## config.mk

```make
export PLATFORM = sky130hd
export DESIGN_NAME = mmc_mul
export DESIGN_NICKNAME = d
export VERILOG_FILES = /design/src/rtl/mmc_queue_metrics_unit_assert.svh /design/src/rtl/mmc_pkg.sv /design/src/rtl/mmc_mul.sv
export SDC_FILE = /design/constraint.sdc
export NUM_CORES = 2
export LEC_CHECK = 0
export ABC_CLOCK_PERIOD_IN_PS = 9950
export CAP_MARGIN = 0
export CORE_ASPECT_RATIO = 1.2
export CORE_MARGIN = 10
export CORE_UTILIZATION = 45
export CTS_CLUSTER_DIAMETER = 120
export DETAILED_ROUTE_END_ITERATION = 10
export DONT_BUFFER_PORTS = 1
export PLACE_DENSITY = 0.71
export SKIP_LAST_GASP = 1
export SLEW_MARGIN = 20
export SYNTH_ARGS = -nofsm -noshare
export SYNTH_HDL_FRONTEND = slang
export SYNTH_SLANG_ARGS = --single-unit
```

## constraint.sdc

```tcl
create_clock -name clock -period 9.95 [get_ports clock]
set_input_delay 0.4975 -clock clock [delete_from_list [all_inputs] [get_ports clock]]
set_output_delay 0.4975 -clock clock [all_outputs]
set_load 0.05 [all_outputs]
```

## src/rtl/mmc_queue_metrics_unit_assert.svh

```systemverilog
// assertion macros for the queue metrics unit
`ifndef MMC_QUEUE_METRICS_UNIT_ASSERT_SVH
`define MMC_QUEUE_METRICS_UNIT_ASSERT_SVH
`ifndef SYNTHESIS
// same-cycle implication
`define MMC_ASSERT_NOW(label, clk, rst, ante, cons) \
   label: assert property (@(posedge clk) disable iff (rst) (ante) |-> (cons)) \
      else $error("queue metrics assertion failed");
// next-cycle implication
`define MMC_ASSERT_NEXT(label, clk, rst, ante, cons) \
   label: assert property (@(posedge clk) disable iff (rst) (ante) |=> (cons)) \
      else $error("queue metrics assertion failed");
`else
`define MMC_ASSERT_NOW(label, clk, rst, ante, cons)
`define MMC_ASSERT_NEXT(label, clk, rst, ante, cons)
`endif
`endif

```

## src/rtl/mmc_pkg.sv

```systemverilog
// ----------------------------------------------------------------------------
// mmc_pkg
// Types, constants and helpers shared by the queue metrics unit.
// ----------------------------------------------------------------------------
`timescale 1ns / 1ps
package mmc_pkg;

   localparam int MAX_SERVERS_DEFAULT = 16;
   localparam logic [63:0] ONE_Q32 = 64'h0000_0001_0000_0000;
   localparam logic [63:0] SAT64   = 64'hFFFF_FFFF_FFFF_FFFF;

   typedef enum logic [1:0] {
      STATUS_OK        = 2'd0,
      STATUS_ZERO_RATE = 2'd1,
      STATUS_UNSTABLE  = 2'd2
   } status_type;

   typedef enum logic [1:0] {
      SHIFT_0  = 2'd0,
      SHIFT_16 = 2'd1,
      SHIFT_32 = 2'd2
   } shift_type;

   typedef struct packed {
      logic [31:0] arrival_rate;
      logic [31:0] service_rate;
      logic [4:0]  servers;
   } req_type;

   typedef struct packed {
      logic [63:0] idle_probability;
      logic [63:0] mean_in_system;
      logic [63:0] mean_time_in_system;
      logic [63:0] mean_in_queue;
      logic [63:0] mean_wait_in_queue;
      logic [63:0] utilization;
      status_type  status;
   } rsp_type;

   typedef struct packed {
      logic        start;
      logic [63:0] x;
      logic [63:0] y;
      shift_type   shift;
   } div_req_type;

   typedef struct packed {
      logic        start;
      logic [63:0] x;
      logic [63:0] y;
   } mul_req_type;

   typedef struct packed {
      logic        busy;
      logic        done;
      logic [63:0] value;
   } unit_res_type;

   typedef enum logic [4:0] {
      ST_IDLE, ST_CHECK, ST_RATIO, ST_SUM, ST_TERM_MUL, ST_TERM_DIV, ST_TAIL, ST_P0,
      ST_LQ_T, ST_LQ_A, ST_LQ_D1, ST_LQ_D2, ST_W, ST_WQ, ST_UTIL, ST_FINISH
   } state_type;

   // saturating 64-bit add
   function automatic logic [63:0] sat_add(input logic [63:0] x, input logic [63:0] y);
      logic [64:0] s;
      s = {1'b0, x} + {1'b0, y};
      return s[64] ? SAT64 : s[63:0];
   endfunction

endpackage

```

## src/rtl/mmc_mul.sv

```systemverilog
// ----------------------------------------------------------------------------
// mmc_mul
// Q32.32 multiplier: floor(x*y / 2^32), saturating, one 32x32 product a cycle.
// ----------------------------------------------------------------------------
`timescale 1ns / 1ps
module mmc_mul (
   input  logic                 clock,
   input  logic                 reset,
   input  mmc_pkg::mul_req_type req,
   output mmc_pkg::unit_res_type res
);
   import mmc_pkg::*;

   logic        busy_ff, busy_in;
   logic [2:0]  cnt_ff, cnt_in;
   logic [63:0] x_ff, x_in;
   logic [63:0] y_ff, y_in;
   logic [63:0] prod_ff, prod_in;
   logic [63:0] acc_ff, acc_in;
   logic [31:0] opa_w, opb_w;

   // partial product order: hh, hl, lh, ll
   always_comb begin
      case (cnt_ff)
         3'd0:    begin opa_w = x_ff[63:32]; opb_w = y_ff[63:32]; end
         3'd1:    begin opa_w = x_ff[63:32]; opb_w = y_ff[31:0];  end
         3'd2:    begin opa_w = x_ff[31:0];  opb_w = y_ff[63:32]; end
         default: begin opa_w = x_ff[31:0];  opb_w = y_ff[31:0];  end
      endcase
   end

   // multiply, then accumulate the previous product
   always_comb begin
      busy_in = busy_ff;
      cnt_in  = cnt_ff;
      x_in    = x_ff;
      y_in    = y_ff;
      prod_in = prod_ff;
      acc_in  = acc_ff;
      if (req.start) begin
         busy_in = 1'b1;
         cnt_in  = '0;
         x_in    = req.x;
         y_in    = req.y;
         acc_in  = '0;
      end else if (busy_ff && cnt_ff != 3'd5) begin
         prod_in = {32'b0, opa_w} * {32'b0, opb_w};
         case (cnt_ff) inside
            3'd1:       acc_in = (prod_ff[63:32] != '0) ? SAT64 : {prod_ff[31:0], 32'b0};
            3'd2, 3'd3: acc_in = sat_add(acc_ff, prod_ff);
            3'd4:       acc_in = sat_add(acc_ff, {32'b0, prod_ff[63:32]});
            default:    acc_in = acc_ff;
         endcase
         cnt_in = cnt_ff + 3'd1;
      end else if (busy_ff) begin
         busy_in = 1'b0;
      end
   end

   always_ff @(posedge clock) begin
      if (reset) begin
         busy_ff <= 1'b0;
         cnt_ff  <= '0;
      end else begin
         busy_ff <= busy_in;
         cnt_ff  <= cnt_in;
      end
      x_ff    <= x_in;
      y_ff    <= y_in;
      prod_ff <= prod_in;
      acc_ff  <= acc_in;
   end

   assign res.busy  = busy_ff;
   assign res.done  = busy_ff && cnt_ff == 3'd5;
   assign res.value = acc_ff;
endmodule

```

[Yosys cells after proc, flatten, opt, wreduce, memory -nomap -nowiden]
Index checks and enable logic that the tools add are counted.
Cells by class
  reductions and logical operators: 11
  multiply operators: 1
  add/subtract/negate cells: 3
  equality and inequality tests: 7
  bitwise operators: 1
  mux-type cells: 10
Operator list (count)
  64-bit two-way mux: 6
  64-bit by 32-bit adder with 65-bit output: 1
  64-bit by 64-bit adder with 65-bit output: 1
  32-bit by 32-bit multiplier with 64-bit output: 1
  32-bit two-way mux: 2
  32-bit nonzero test: 1
  2-bit OR reduction: 4
  3-bit by 2-bit == test with 1-bit output (second input constant): 2
  3-bit == test (second input constant): 2
  2-bit AND reduction: 2
  3-bit by 1-bit adder with 3-bit output (second input constant): 1
  3-bit by 1-bit == test with 1-bit output (second input constant): 1
  3-bit logical NOT: 1
  3-bit inequality test (second input constant): 1
  3-bit nonzero test: 1
  1-bit logical AND: 2
  1-bit two-way mux: 2
  2-bit inequality test (second input constant): 1
  1-bit NOT: 1
Word-level totals
  bits in registers: 260
  word-level logic and storage cells: 39

[Longest topological paths before layout]
  depth after elaboration: 5
  depth in mapped cells: 36
  depth with buffers taken out: 33

[Worst setup path after synthesis]
OpenSTA, ideal clock, no wires.
  path kind: register to register
  from: register cnt_ff[0]
  to: register prod_ff[56], data pin
  path buffers: 3
  cell stages (with the launch flop): 35
  clock period less this slack: 9.237 ns
  required time: 9.686 ns
  slack: 0.713 ns
  setup time: 0.264 ns
  data arrival time: 8.973 ns
  path through: dfxtp_1 > inv_1 > ha_1 > o21ai_0 > buf_1 > buf_1 > mux2i_1 > clkbuf_1 > nor2_1 > fa_1 > inv_1 > fa_1 > fa_1 > inv_1 > fa_1 > inv_1 > fa_1 > inv_1 > fa_1 > fa_1 > inv_1 > fa_1 > inv_1 > ha_1 > nand2_1 > a2111oi_0 > o21ai_0 > a31oi_1 > o21ai_1 > a21o_1 > a31o_2 > o21ai_2 > o41ai_2 > o31a_1 > xnor2_1
On the way
  word-level cells in the longest chain between the ends: 4
  elaborated cells between the ends (all ways): 8
  classes of those cells: mul (1); eq/ne (2); mux (2); reduce/logical (3)
Ends and longest elaborated chain
  start, declared: line mmc_mul.sv:15  | logic [2:0] cnt_ff, cnt_in;
  start signal, assigned: line mmc_mul.sv:66  | cnt_ff <= cnt_in;
  3-bit by 1-bit == test with 1-bit output (tied with other cells): line mmc_mul.sv:24  | case (cnt_ff)
  2-bit OR reduction (no line)
  32-bit two-way mux: line mmc_mul.sv:24
  32-bit by 32-bit multiplier with 64-bit output (*): line mmc_mul.sv:47  | prod_in = {32'b0, opa_w} * {32'b0, opb_w};
  end signal, assigned: line mmc_mul.sv:70  | prod_ff <= prod_in;
  end, declared: line mmc_mul.sv:18  | logic [63:0] prod_ff, prod_in;
Every way passes the cells marked *; elsewhere a longest branch is shown, timed or not.
A chain may end at the register's enable or synchronous reset.

[Worst setup path after layout]
Same ends and word-level chain as after synthesis.

==> impl_results.md <==
- Status: finished clean
- Synthesized area: 0.0484 mm2
- Fin. max-slew vios: 0
- Synth Area in Adders: 46.6%
- Commonest non-fill, non-tap cell in the layout: inv_1
- DP Worst Slack: 429 ps
- CTS tree: done
- Crit start category: register
- Worst-path clk slew: 70 ps
- Post-Synth XOR/XNOR Area: 3.15%
- Worst path arrival time: 9980 ps
- Vias in the first global route: 42300
- Syn nets: 6736
- Worst Path Max Fanout: 45
- Initial DRC Count: 3960
- H-tree Lvls: 1
- EDFF count, synth: 192
- Setup ws final: 353 ps
- Number of vias in the routed layout: 39900
- CP max stage delay: 540 ps
- Core Area: 0.107 mm2
- Fmax: 104 MHz
- Slowest cell on crit path: fa_1
- Clk_lat worst skew: 640 ps
- Synth Area in Compound Gates: 9.42%
- Cell count after synthesis: 5343
- Max_cap viols: 0
- Crit-path leading delay family: adder cells
- Starting Density: 45.4%
- WS Path Type: reg2reg
- Inst Count DP: 6621
- Worst EP required: 10330 ps
- Die Y: 379 um
- Final setup violation count: 0
- Largest net degree at the start of global routing: 140
- #FFs+latches synth: 260
- Sequential fraction of the synthesis area: 14.7%
- RSZ-0062 raised after global routing: true
- Most frequent cells in the layout: inv_1, fa_1, nor2_1
- P&R area growth vs syn: 9.06%
- IO Port Bufs: 0
- Crit path buf inv count: 7
- Total GRT Usage: 29.5%
- Layout cell share with drive strength beyond 1: 6.32%
- Fin crit share: 96.5%
- Synth cell types: 90
- Die area: 0.121 mm2
- Overflow after GRT: 0
- Share of synthesized area spent on multiplexers: 2.79%
- Post-DP HPWL: 144000 um
- Crit. End Element: register
- Non-filler instance count after layout: 6809
- Post-Synth Simple-Gate Area: 14.0%
- DR vias/cell: 5.87
- Clock root buffer: clkbuf_16
- Syn avg cell area: 9.06 um2
- Post-route ant nets: 0
- DR DRC count: 0
- FP Rows: 131
- Slew Limit Headroom: 28.2%
- Clock Sinks: 260
- First-pass GRT wire length: 267000 um
- Worst clock skew: 33.7 ps
- Post-CTS setup buffers: 0
- Asr flop ratio synth: 0%
- Hold Vio Cnt, Final: 0
- CP dominant cell by count: fa_1
- Post-Route WL: 181000 um
- Drt wl/cell: 26.5 um
- Pre-antenna DRT Iters: 7
- Gpl congestion: 1.05
- Largest family of logic cells by synthesized area: adder cells
- HP Class: in2reg
- Clk buf depth: 3
- Initial antenna violation count: 2
- Post-layout nets: 6783
- Ys Warns: 0
- Actual slew at the worst max-slew pin: 1080 ps
- Top Ports: 197
- Die X: 319 um
- Crit path time final: 9600 ps
- Final-layout fill cell count: 9937
- Fin util: 49.5%
- Num CTS Buffers: 29
- Ys flop type: edfxtp_1
## routing by layer
layer	GRT usage, %	vias to the layer above	routed length (um)
met5	0	-	25
met2	48.3	2379	82900
met1	34.0	19900	63600
met3	8.32	644	19900
met4	18.5	4	14200
li1	-	17000	-
## layout make-up
type	instances	area, um2	share of cell area, %
Multi-Input combinational cell	3889	37000	70.0
Sequential cell	260	7130	13.5
Inverter	938	3520	6.67
Timing Repair Buffer	272	2470	4.67
Tap cell	1396	1750	3.31
Clock buffer	33	741	1.40
Clock inverter	20	209	0.396
Antenna cell	1	2.50	0.00474
## cell families (layout without fill, tap and decap cells)
kind of cell	count (synthesis)	count (layout)
AOI/OAI and AO/OA	689	689
muxes	127	127
xor gates and xnor gates	174	174
adders and majority gates	1262	1262
and+or+nand+nor	1637	1637
buffers and inverters	1194	1263
other	0	1
DFF	260	260
## path summary, 6_finish.rpt
kind	depth (start not counted)	slack, ps	endpoint	start
setup / recovery	31	350	prod_ff[56]$_DFFE_PP_	cnt_ff[0]$_SDFFE_PP0P_
hold / removal	0	40	y_ff[32]$_DFFE_PP_	req[128]
setup reg to reg	31	350	prod_ff[56]$_DFFE_PP_	cnt_ff[0]$_SDFFE_PP0P_
hold reg to reg	2	590	cnt_ff[0]$_SDFFE_PP0P_	cnt_ff[0]$_SDFFE_PP0P_
## synth_stat cells, drive strengths merged, types with 40 or more instances
library cell | n | area, um2
a21o | 79 | 593
a21oi | 232 | 1170
buf | 40 | 209
clkbuf | 216 | 813
dfxtp | 68 | 1360
edfxtp | 192 | 5770
fa | 898 | 18000
ha | 364 | 4550
inv | 938 | 3520
mux2 | 64 | 721
mux2i | 63 | 631
nand2 | 624 | 2350
nand4 | 47 | 294
nor2 | 748 | 2810
nor3 | 60 | 305
o21ai | 122 | 618
xnor2 | 108 | 946
xor2 | 66 | 578
## metrics by stage
stage	instance area, um2	hold WS (ps)	setup TNS, ps
after floorplan	48400	537	0
after global placement	50400	575	0
after detailed placement	50500	577	0
after CTS	52700	0.346	0
after global routing	52800	2.95	-14.7
final	52800	41.1	0
## flip-flops by register name, summed over array words and instances (netlist names)
name     cells
acc_ff      64
y_ff        64
busy_ff      1
prod_ff     64
x_ff        64
cnt_ff       3
## worst register-to-register path, delay by kind of cell (launching register included)
kind,cells,cell delay [ps]
xor+xnor,1,130
simple gates,2,240
compound gates,10,2390
buf+inv,7,1070
fa+ha+maj,10,4530
mux,1,570
flops,1,390
## what timing repair did
item | 4_1_cts | 5_1_grt
hold buffers | 131 | 3
resized for setup | 0 | 5
hold endpoints to repair | 191 | 1
endpoints found under the setup margin | 0 | 5
Power is not shown: default switching activity piles up to over one toggle a cycle in this logic, so the estimate is an artifact.
