File: src/rtl/mmc_queue_metrics_unit_assert.svh
// assertion macros for the queue metrics unit
`ifndef MMC_QUEUE_METRICS_UNIT_ASSERT_SVH
`define MMC_QUEUE_METRICS_UNIT_ASSERT_SVH
`ifndef SYNTHESIS
// same-cycle implication
`define MMC_ASSERT_NOW(label, clk, rst, ante, cons) \
   label: assert property (@(posedge clk) disable iff (rst) (ante) |-> (cons)) \
      else $error("queue metrics assertion failed");
// next-cycle implication
`define MMC_ASSERT_NEXT(label, clk, rst, ante, cons) \
   label: assert property (@(posedge clk) disable iff (rst) (ante) |=> (cons)) \
      else $error("queue metrics assertion failed");
`else
`define MMC_ASSERT_NOW(label, clk, rst, ante, cons)
`define MMC_ASSERT_NEXT(label, clk, rst, ante, cons)
`endif
`endif

File: src/rtl/mmc_pkg.sv
// ----------------------------------------------------------------------------
// mmc_pkg
// Types, constants and helpers shared by the queue metrics unit.
// ----------------------------------------------------------------------------
`timescale 1ns / 1ps
package mmc_pkg;

   localparam int MAX_SERVERS_DEFAULT = 16;
   localparam logic [63:0] ONE_Q32 = 64'h0000_0001_0000_0000;
   localparam logic [63:0] SAT64   = 64'hFFFF_FFFF_FFFF_FFFF;

   typedef enum logic [1:0] {
      STATUS_OK        = 2'd0,
      STATUS_ZERO_RATE = 2'd1,
      STATUS_UNSTABLE  = 2'd2
   } status_type;

   typedef enum logic [1:0] {
      SHIFT_0  = 2'd0,
      SHIFT_16 = 2'd1,
      SHIFT_32 = 2'd2
   } shift_type;

   typedef struct packed {
      logic [31:0] arrival_rate;
      logic [31:0] service_rate;
      logic [4:0]  servers;
   } req_type;

   typedef struct packed {
      logic [63:0] idle_probability;
      logic [63:0] mean_in_system;
      logic [63:0] mean_time_in_system;
      logic [63:0] mean_in_queue;
      logic [63:0] mean_wait_in_queue;
      logic [63:0] utilization;
      status_type  status;
   } rsp_type;

   typedef struct packed {
      logic        start;
      logic [63:0] x;
      logic [63:0] y;
      shift_type   shift;
   } div_req_type;

   typedef struct packed {
      logic        start;
      logic [63:0] x;
      logic [63:0] y;
   } mul_req_type;

   typedef struct packed {
      logic        busy;
      logic        done;
      logic [63:0] value;
   } unit_res_type;

   typedef enum logic [4:0] {
      ST_IDLE, ST_CHECK, ST_RATIO, ST_SUM, ST_TERM_MUL, ST_TERM_DIV, ST_TAIL, ST_P0,
      ST_LQ_T, ST_LQ_A, ST_LQ_D1, ST_LQ_D2, ST_W, ST_WQ, ST_UTIL, ST_FINISH
   } state_type;

   // saturating 64-bit add
   function automatic logic [63:0] sat_add(input logic [63:0] x, input logic [63:0] y);
      logic [64:0] s;
      s = {1'b0, x} + {1'b0, y};
      return s[64] ? SAT64 : s[63:0];
   endfunction

endpackage

File: src/rtl/mmc_div.sv
// ----------------------------------------------------------------------------
// mmc_div
// Radix-2 restoring divider: floor(x * 2^s / y), s of 0, 16 or 32, saturating.
// ----------------------------------------------------------------------------
`timescale 1ns / 1ps
module mmc_div (
   input  logic                 clock,
   input  logic                 reset,
   input  mmc_pkg::div_req_type req,
   output mmc_pkg::unit_res_type res
);
   import mmc_pkg::*;

   logic        busy_ff, busy_in;
   logic [6:0]  cnt_ff, cnt_in;
   logic [63:0] rem_ff, rem_in;
   logic [63:0] lo_ff, lo_in;
   logic [63:0] y_ff, y_in;
   logic [63:0] q_ff, q_in;
   logic [63:0] hi_w, lo_w;
   logic [64:0] rem_w;
   logic        ge_w;

   // split of the shifted dividend
   always_comb begin
      case (req.shift)
         SHIFT_16: begin
            hi_w = {48'b0, req.x[63:48]};
            lo_w = {req.x[47:0], 16'b0};
         end
         SHIFT_32: begin
            hi_w = {32'b0, req.x[63:32]};
            lo_w = {req.x[31:0], 32'b0};
         end
         default: begin
            hi_w = '0;
            lo_w = req.x;
         end
      endcase
   end

   // one quotient bit per cycle
   always_comb begin
      rem_w   = {rem_ff, lo_ff[63]};
      ge_w    = rem_w >= {1'b0, y_ff};
      busy_in = busy_ff;
      cnt_in  = cnt_ff;
      rem_in  = rem_ff;
      lo_in   = lo_ff;
      y_in    = y_ff;
      q_in    = q_ff;
      if (req.start) begin
         busy_in = 1'b1;
         y_in    = req.y;
         rem_in  = hi_w;
         lo_in   = lo_w;
         q_in    = '0;
         if (req.y == '0 || hi_w >= req.y) begin
            q_in   = SAT64;
            cnt_in = '0;
         end else begin
            cnt_in = 7'd64;
         end
      end else if (busy_ff && cnt_ff != '0) begin
         rem_in = ge_w ? 64'(rem_w - {1'b0, y_ff}) : rem_w[63:0];
         lo_in  = {lo_ff[62:0], 1'b0};
         q_in   = {q_ff[62:0], ge_w};
         cnt_in = cnt_ff - 7'd1;
      end else if (busy_ff) begin
         busy_in = 1'b0;
      end
   end

   always_ff @(posedge clock) begin
      if (reset) begin
         busy_ff <= 1'b0;
         cnt_ff  <= '0;
      end else begin
         busy_ff <= busy_in;
         cnt_ff  <= cnt_in;
      end
      rem_ff <= rem_in;
      lo_ff  <= lo_in;
      y_ff   <= y_in;
      q_ff   <= q_in;
   end

   assign res.busy  = busy_ff;
   assign res.done  = busy_ff && cnt_ff == '0;
   assign res.value = q_ff;
endmodule

File: config.mk
export PLATFORM = sky130hd
export DESIGN_NAME = mmc_div
export DESIGN_NICKNAME = d
export VERILOG_FILES = /design/src/rtl/mmc_queue_metrics_unit_assert.svh /design/src/rtl/mmc_pkg.sv /design/src/rtl/mmc_div.sv
export SDC_FILE = /design/constraint.sdc
export NUM_CORES = 1
export LEC_CHECK = 0
export BUFFER_PORTS_ARGS = -buffer_cell sky130_fd_sc_hd__clkbuf_2
export CAP_MARGIN = 20
export CORE_ASPECT_RATIO = 0.7
export CORE_MARGIN = 2
export CORE_UTILIZATION = 50
export CTS_BUF_LIST = sky130_fd_sc_hd__clkbuf_8 sky130_fd_sc_hd__clkbuf_16
export DETAILED_ROUTE_END_ITERATION = 10
export GPL_TIMING_DRIVEN = 1
export PLACE_DENSITY_LB_ADDON = 0.25
export SYNTH_ARGS = -nofsm -noshare
export SYNTH_HDL_FRONTEND = slang
export SYNTH_SLANG_ARGS = --single-unit
File: constraint.sdc
create_clock -name clock -period 5.8 [get_ports clock]
set_input_delay 1.16 -clock clock [delete_from_list [all_inputs] [get_ports clock]]
set_output_delay 1.16 -clock clock [all_outputs]
set_load 0.05 [all_outputs]
After elaboration in Yosys (flattened, before gate mapping). Cells that the tools add are included.

Output and inout bits: 66. Memories kept: 0. Bits in read-only memories: 0. Word-level logic and storage cells: 35. Input bits: 133. Register bits after elaboration: 264. Latch bits: 0. Memory bits (writable): 0.

Div/mod/pow operators: 0. Bitwise operators: 0. $add $sub $neg: 2. Shift-type cells: 0. Reductions and logical operators: 7. Equal/unequal tests: 3. $lt $le $gt $ge: 2. Multipliers: 0. Muxes and demuxes: 15.

Operators by type and width (number): 64-bit 2-to-1 mux (8); 64-bit one-hot mux with 2 select lines (1); 65-bit by 64-bit >= comparator with 1-bit output (1); 64-bit >= comparator (1); 64-bit logical NOT (1); 32-bit one-hot mux with 2 select lines (1); 64-bit subtractor (1); 7-bit 2-to-1 mux (3); 7-bit logical NOT (1); 7-bit nonzero test (1); 7-bit by 1-bit subtractor with 7-bit output, second input constant (1); 2-bit by 1-bit == test with 1-bit output, second input constant (1); 2-bit == test, second input constant (1); 1-bit logical AND (2); 1-bit 2-to-1 mux (2); 2-bit inequality test, second input constant (1); 2-bit nonzero test (1); 1-bit logical OR (1).

Depth between registers and ports, before layout.
Depth in word-level cells: 6. Depth in mapped cells: 19.

Worst setup path after synthesis. OpenSTA, ideal clock, no wires.

Path kind: in2reg. Start point: in req[130] (netlist name). End point: reg lo_ff[0], enable pin. Cell stages on the path: 4. Data arrival time: 5520 ps. Library setup time: 543 ps. Slack: -264 ps. Path buffers: 2. Path through: clkbuf_1 > clkbuf_1 > nor2_1 > inv_1.

Longest elaborated chain between the ends: 1.

RTL lines: start, declared (RTL line mmc_div.sv:9) `input mmc_pkg::div_req_type req,`; 2-bit nonzero test (no line); end signal, assigned (RTL line mmc_div.sv:83) `lo_ff <= lo_in;`; end, declared (RTL line mmc_div.sv:17) `logic [63:0] lo_ff, lo_in;`.

No other way between the ends. A chain may end at the register's enable or synchronous reset.

Worst setup path in the final report.
Start point: in req[0] (netlist name). End point: reg q_ff[58] (data pin).

Longest elaborated chain between the ends: 6.

RTL lines: 2-bit == test or 2-bit by 1-bit == test with 1-bit output (tied branches) (RTL line mmc_div.sv:26) `case (req.shift)`; 32-bit one-hot mux with 2 select lines (*) (RTL line mmc_div.sv:26); 64-bit >= comparator (*) (RTL line mmc_div.sv:58) `if (req.y == '0 || hi_w >= req.y) begin`; 1-bit logical OR (*) (RTL line mmc_div.sv:58); 64-bit 2-to-1 mux (*) (RTL line mmc_div.sv:58); 64-bit 2-to-1 mux (*) (RTL line mmc_div.sv:52) `if (req.start) begin`; named net q_in[58] (RTL line mmc_div.sv:19) `logic [63:0] q_ff, q_in;`; end signal, assigned (RTL line mmc_div.sv:85) `q_ff <= q_in;`; end, declared (RTL line mmc_div.sv:19).

The timed path passes the listed nets; every way through them passes the cells marked *.

==> impl_metrics.toml <==
[run_status]
status = "finished with violations"
violations = "DRC"

[cells_and_area]
area_delta_synth_final_pct = 12.5
fin_cells = 2285
design_area_um2 = 18700
layout.nets = 2072
n_fill_cell = 2896
drive_gt1_share_pct = 16.4

[pwr]
clkPwrFrac_pct = 24.5
powerDensity_nw_per_um2 = 370
total_power_mw = 6.91
pwr-share-comb_pct = 38.0
p_int_mw = 4.31
p_seq_share_pct = 37.5
leakage_nw = 8.21
power.switching_mw = 2.60
irDropWorstVdd_v = 0.000285
switching_share_pct = 37.6

[setup_path]
critPathKind = "in2reg"
worst_path_max_delay_cell = "buf_4"
cp.required_ps = 6070
end_kind = "register"
path_buf_inv = 4
worstPathArrival_ps = 4560
crit_chain = "clkbuf_2 > inv_1 > ha_2 > nor2b_2 > buf_4 > a22o_1 > ha_1 > a21o_1 > a21o_1 > a21oi_1 > o21ai_0 > nand2_1 > nand3_1 > a31oi_4 > buf_4 > o21ai_0"
start_kind = "primary input"
critical-path-top-delay-family = "compound AO/OA/AOI/OAI gates"
cp_max_fo = 65
max_stage_delay_ps = 460

[sta]
rsz0062_at_grt = "false"
setup_slack_ps = 1510
finalClockSkew_ps = 18.4
fmax_ghz = 0.233
relSlewSlack_pct = 27.4
setup_viol = 0
finalHoldViolations = 0
fin_tns_setup_ps = 0
final_max_slew_viol_count = 0
tightest_slew_ps = 1090
fin_crit_sh_pct = 74.0
fin_crit_ps = 4290

[drt]
wire_per_inst_um = 20.4
dr.pass1.iters = 11
drc_errors = 4
routed_wl_um = 46700
antenna_left = 0
drtIter0Drc = 1512
vias = 13700
via_per_inst = 5.99

[synth]
synthArstFlopShare_pct = 0
synthFlopType = "edfxtp_1"
yosys_warnings = 0
synth_edf_count = 256
ys_types = 72
syn-mean-instance-area_um2 = 9.77
synth_seq_area_share_pct = 47.3
synth_seq_cells = 264
synth_nets = 1933
synth_cells = 1699
syn_area_um2 = 16600

[placed_design]
portBuffers = 198
dp_hpwl_um = 34000
place.gp.congestion = 0.938
placed_cells = 2236
dpl-instance-area_um2 = 17800
place_ws_ps = 996

[clocking]
cts.repair.resized = 0
cts_sinks = 264
clk-insertion-delay-late_ps = 580
clockBufferDepth = 3
cts_buffers = 27
cts_hold_buf = 0
cts_tree = "built"
cts_setup_buffers = 0
ctsHtreeMaxLevel = 1
root_buffer = "clkbuf_16"
path_clk_slew_ps = 60

[floorplan]
row_count = 55
die_width_um = 222
die_h_um = 156
ios = 199
coreArea_um2 = 32500
start_util_pct = 51.1
die_area_um2 = 34700

[grt]
grt_pass1_vias = 12800
antenna_found_initial = 4
gr-usage-all-layers_pct = 26.4
overflow = 0
grt_max_degree = 160
grt_pass1_wl_um = 72100

[hold_path]
min_path_type = "reg2reg"

[run]
maxCapViolations = 0
==> cell type report <==
type | instances | area (um2) | area share, %
Antenna cell | 2 | 5.00 | 0.0268
Clock buffer | 27 | 676 | 3.62
Clock inverter | 20 | 154 | 0.824
Inverter | 180 | 679 | 3.64
Multi-Input combinational cell | 1154 | 7660 | 41.0
Sequential cell | 264 | 7850 | 42.0
Tap cell | 427 | 534 | 2.86
Timing Repair Buffer | 211 | 1120 | 6.01
==> layer usage <==
metal,up-vias,wire (um),GRT usage [%]
met5,-,30,0
met4,4,1030,6.76
met3,74,4430,5.97
met2,541,19000,37.2
met1,6580,22100,40.6
li1,6494,-,-
==> path summary, 6_finish.rpt <==
check | from | to | slack (ps) | depth (start not counted)
setup / recovery | req[0] | q_ff[58] | 1510 | 16
hold / removal | cnt_ff[6] | cnt_ff[6] | 480 | 2
setup reg to reg | rem_ff[29] | rem_ff[56] | 1770 | 12
hold reg to reg | cnt_ff[6] | cnt_ff[6] | 480 | 2
==> metrics by stage <==
step / utilization [%] / hold slack (ps)
global placement: 54.9 / 469
global route: 57.5 / 521
floorplan: - / 457
CTS: 57.5 / 488
finish: 57.5 / 484
detailed placement: 54.9 / 479
==> sequential cells by signal, summed over array words and instances (netlist names) <==
| register | count |
|---|---|
| lo_ff | 64 |
| q_ff | 64 |
| rem_ff | 64 |
| y_ff | 64 |
| cnt_ff | 7 |
| busy_ff | 1 |
==> placed cells by master, fill, tap and decap left out, types with 13 or more instances in the layout <==
cell type	netlist	layout
clkbuf_2	0	197
and2_1	18	18
a22o_1	30	30
a21o_1	59	59
a21oi_1	129	129
nor3_1	17	17
nand2_1	160	159
o21ai_1	14	14
mux2_2	32	32
clkbuf_16	0	27
edfxtp_1	256	256
nand4_1	33	33
xnor2_1	35	35
a211oi_1	13	13
nand3_1	33	33
a22oi_1	35	35
a2bb2oi_1	27	27
nor4_1	21	21
xor2_1	19	19
a221oi_1	20	20
inv_1	179	186
o21ai_0	139	139
ha_1	100	99
a31oi_1	15	14
nor2_1	93	93
==> cell families (layout without fill, tap and decap cells) <==
group | Yosys count | count (layout) | synth area share [%]
AOI/OAI and AO/OA | 532 | 532 | 20.7
and+or+nand+nor | 433 | 433 | 12.5
buffers and inverters | 281 | 438 | 6.72
DFF | 264 | 264 | 47.3
adders and majority gates | 101 | 101 | 7.66
xor gates and xnor gates | 54 | 54 | 2.85
muxes | 34 | 34 | 2.29
other | 0 | 2 | 0
==> power groups by stage <==
stage               combinational [mW]  sequential (mW)  clock [mW]
floorplan                         1.81             2.76           0
global placement                  2.55             2.62           0
detailed placement                2.58             2.62           0
CTS                               2.59             2.59        1.72
global route                      2.89             2.62        1.79
finish                            2.63             2.59        1.69
==> worst reg2reg max path, stage by stage, from the launching register on <==
cell      delay [ps]
edfxtp_1         400
ha_1             510
nand4_4          190
nor3_1           350
nand4_1          160
a211oi_2         270
nor4_1           110
a21oi_2          310
a21oi_2          130
nand2_2          640
buf_4            410
nor2_1            80
a211oi_1         270
==> synthesized netlist by cell type (15+ instances only) <==
cell,count,area share (%)
mux2_2,32,2.2
a31oi_1,15,0.57
nand4_1,33,1.2
a22o_1,30,1.6
clkbuf_1,78,1.8
nor4_1,21,0.79
edfxtp_1,256,46
nor2_1,93,2.1
xor2_1,19,1.0
a2bb2oi_1,27,1.4
xnor2_1,35,1.8
a21o_1,59,2.7
a221oi_1,20,1.1
inv_1,179,4.0
a22oi_1,35,1.6
nor3_1,17,0.51
nand2_1,160,3.6
a21oi_1,129,3.9
and2_1,18,0.68
nand3_1,33,0.99
ha_1,100,7.5
o21ai_0,139,4.2
Power figures use the tool's default switching activity.
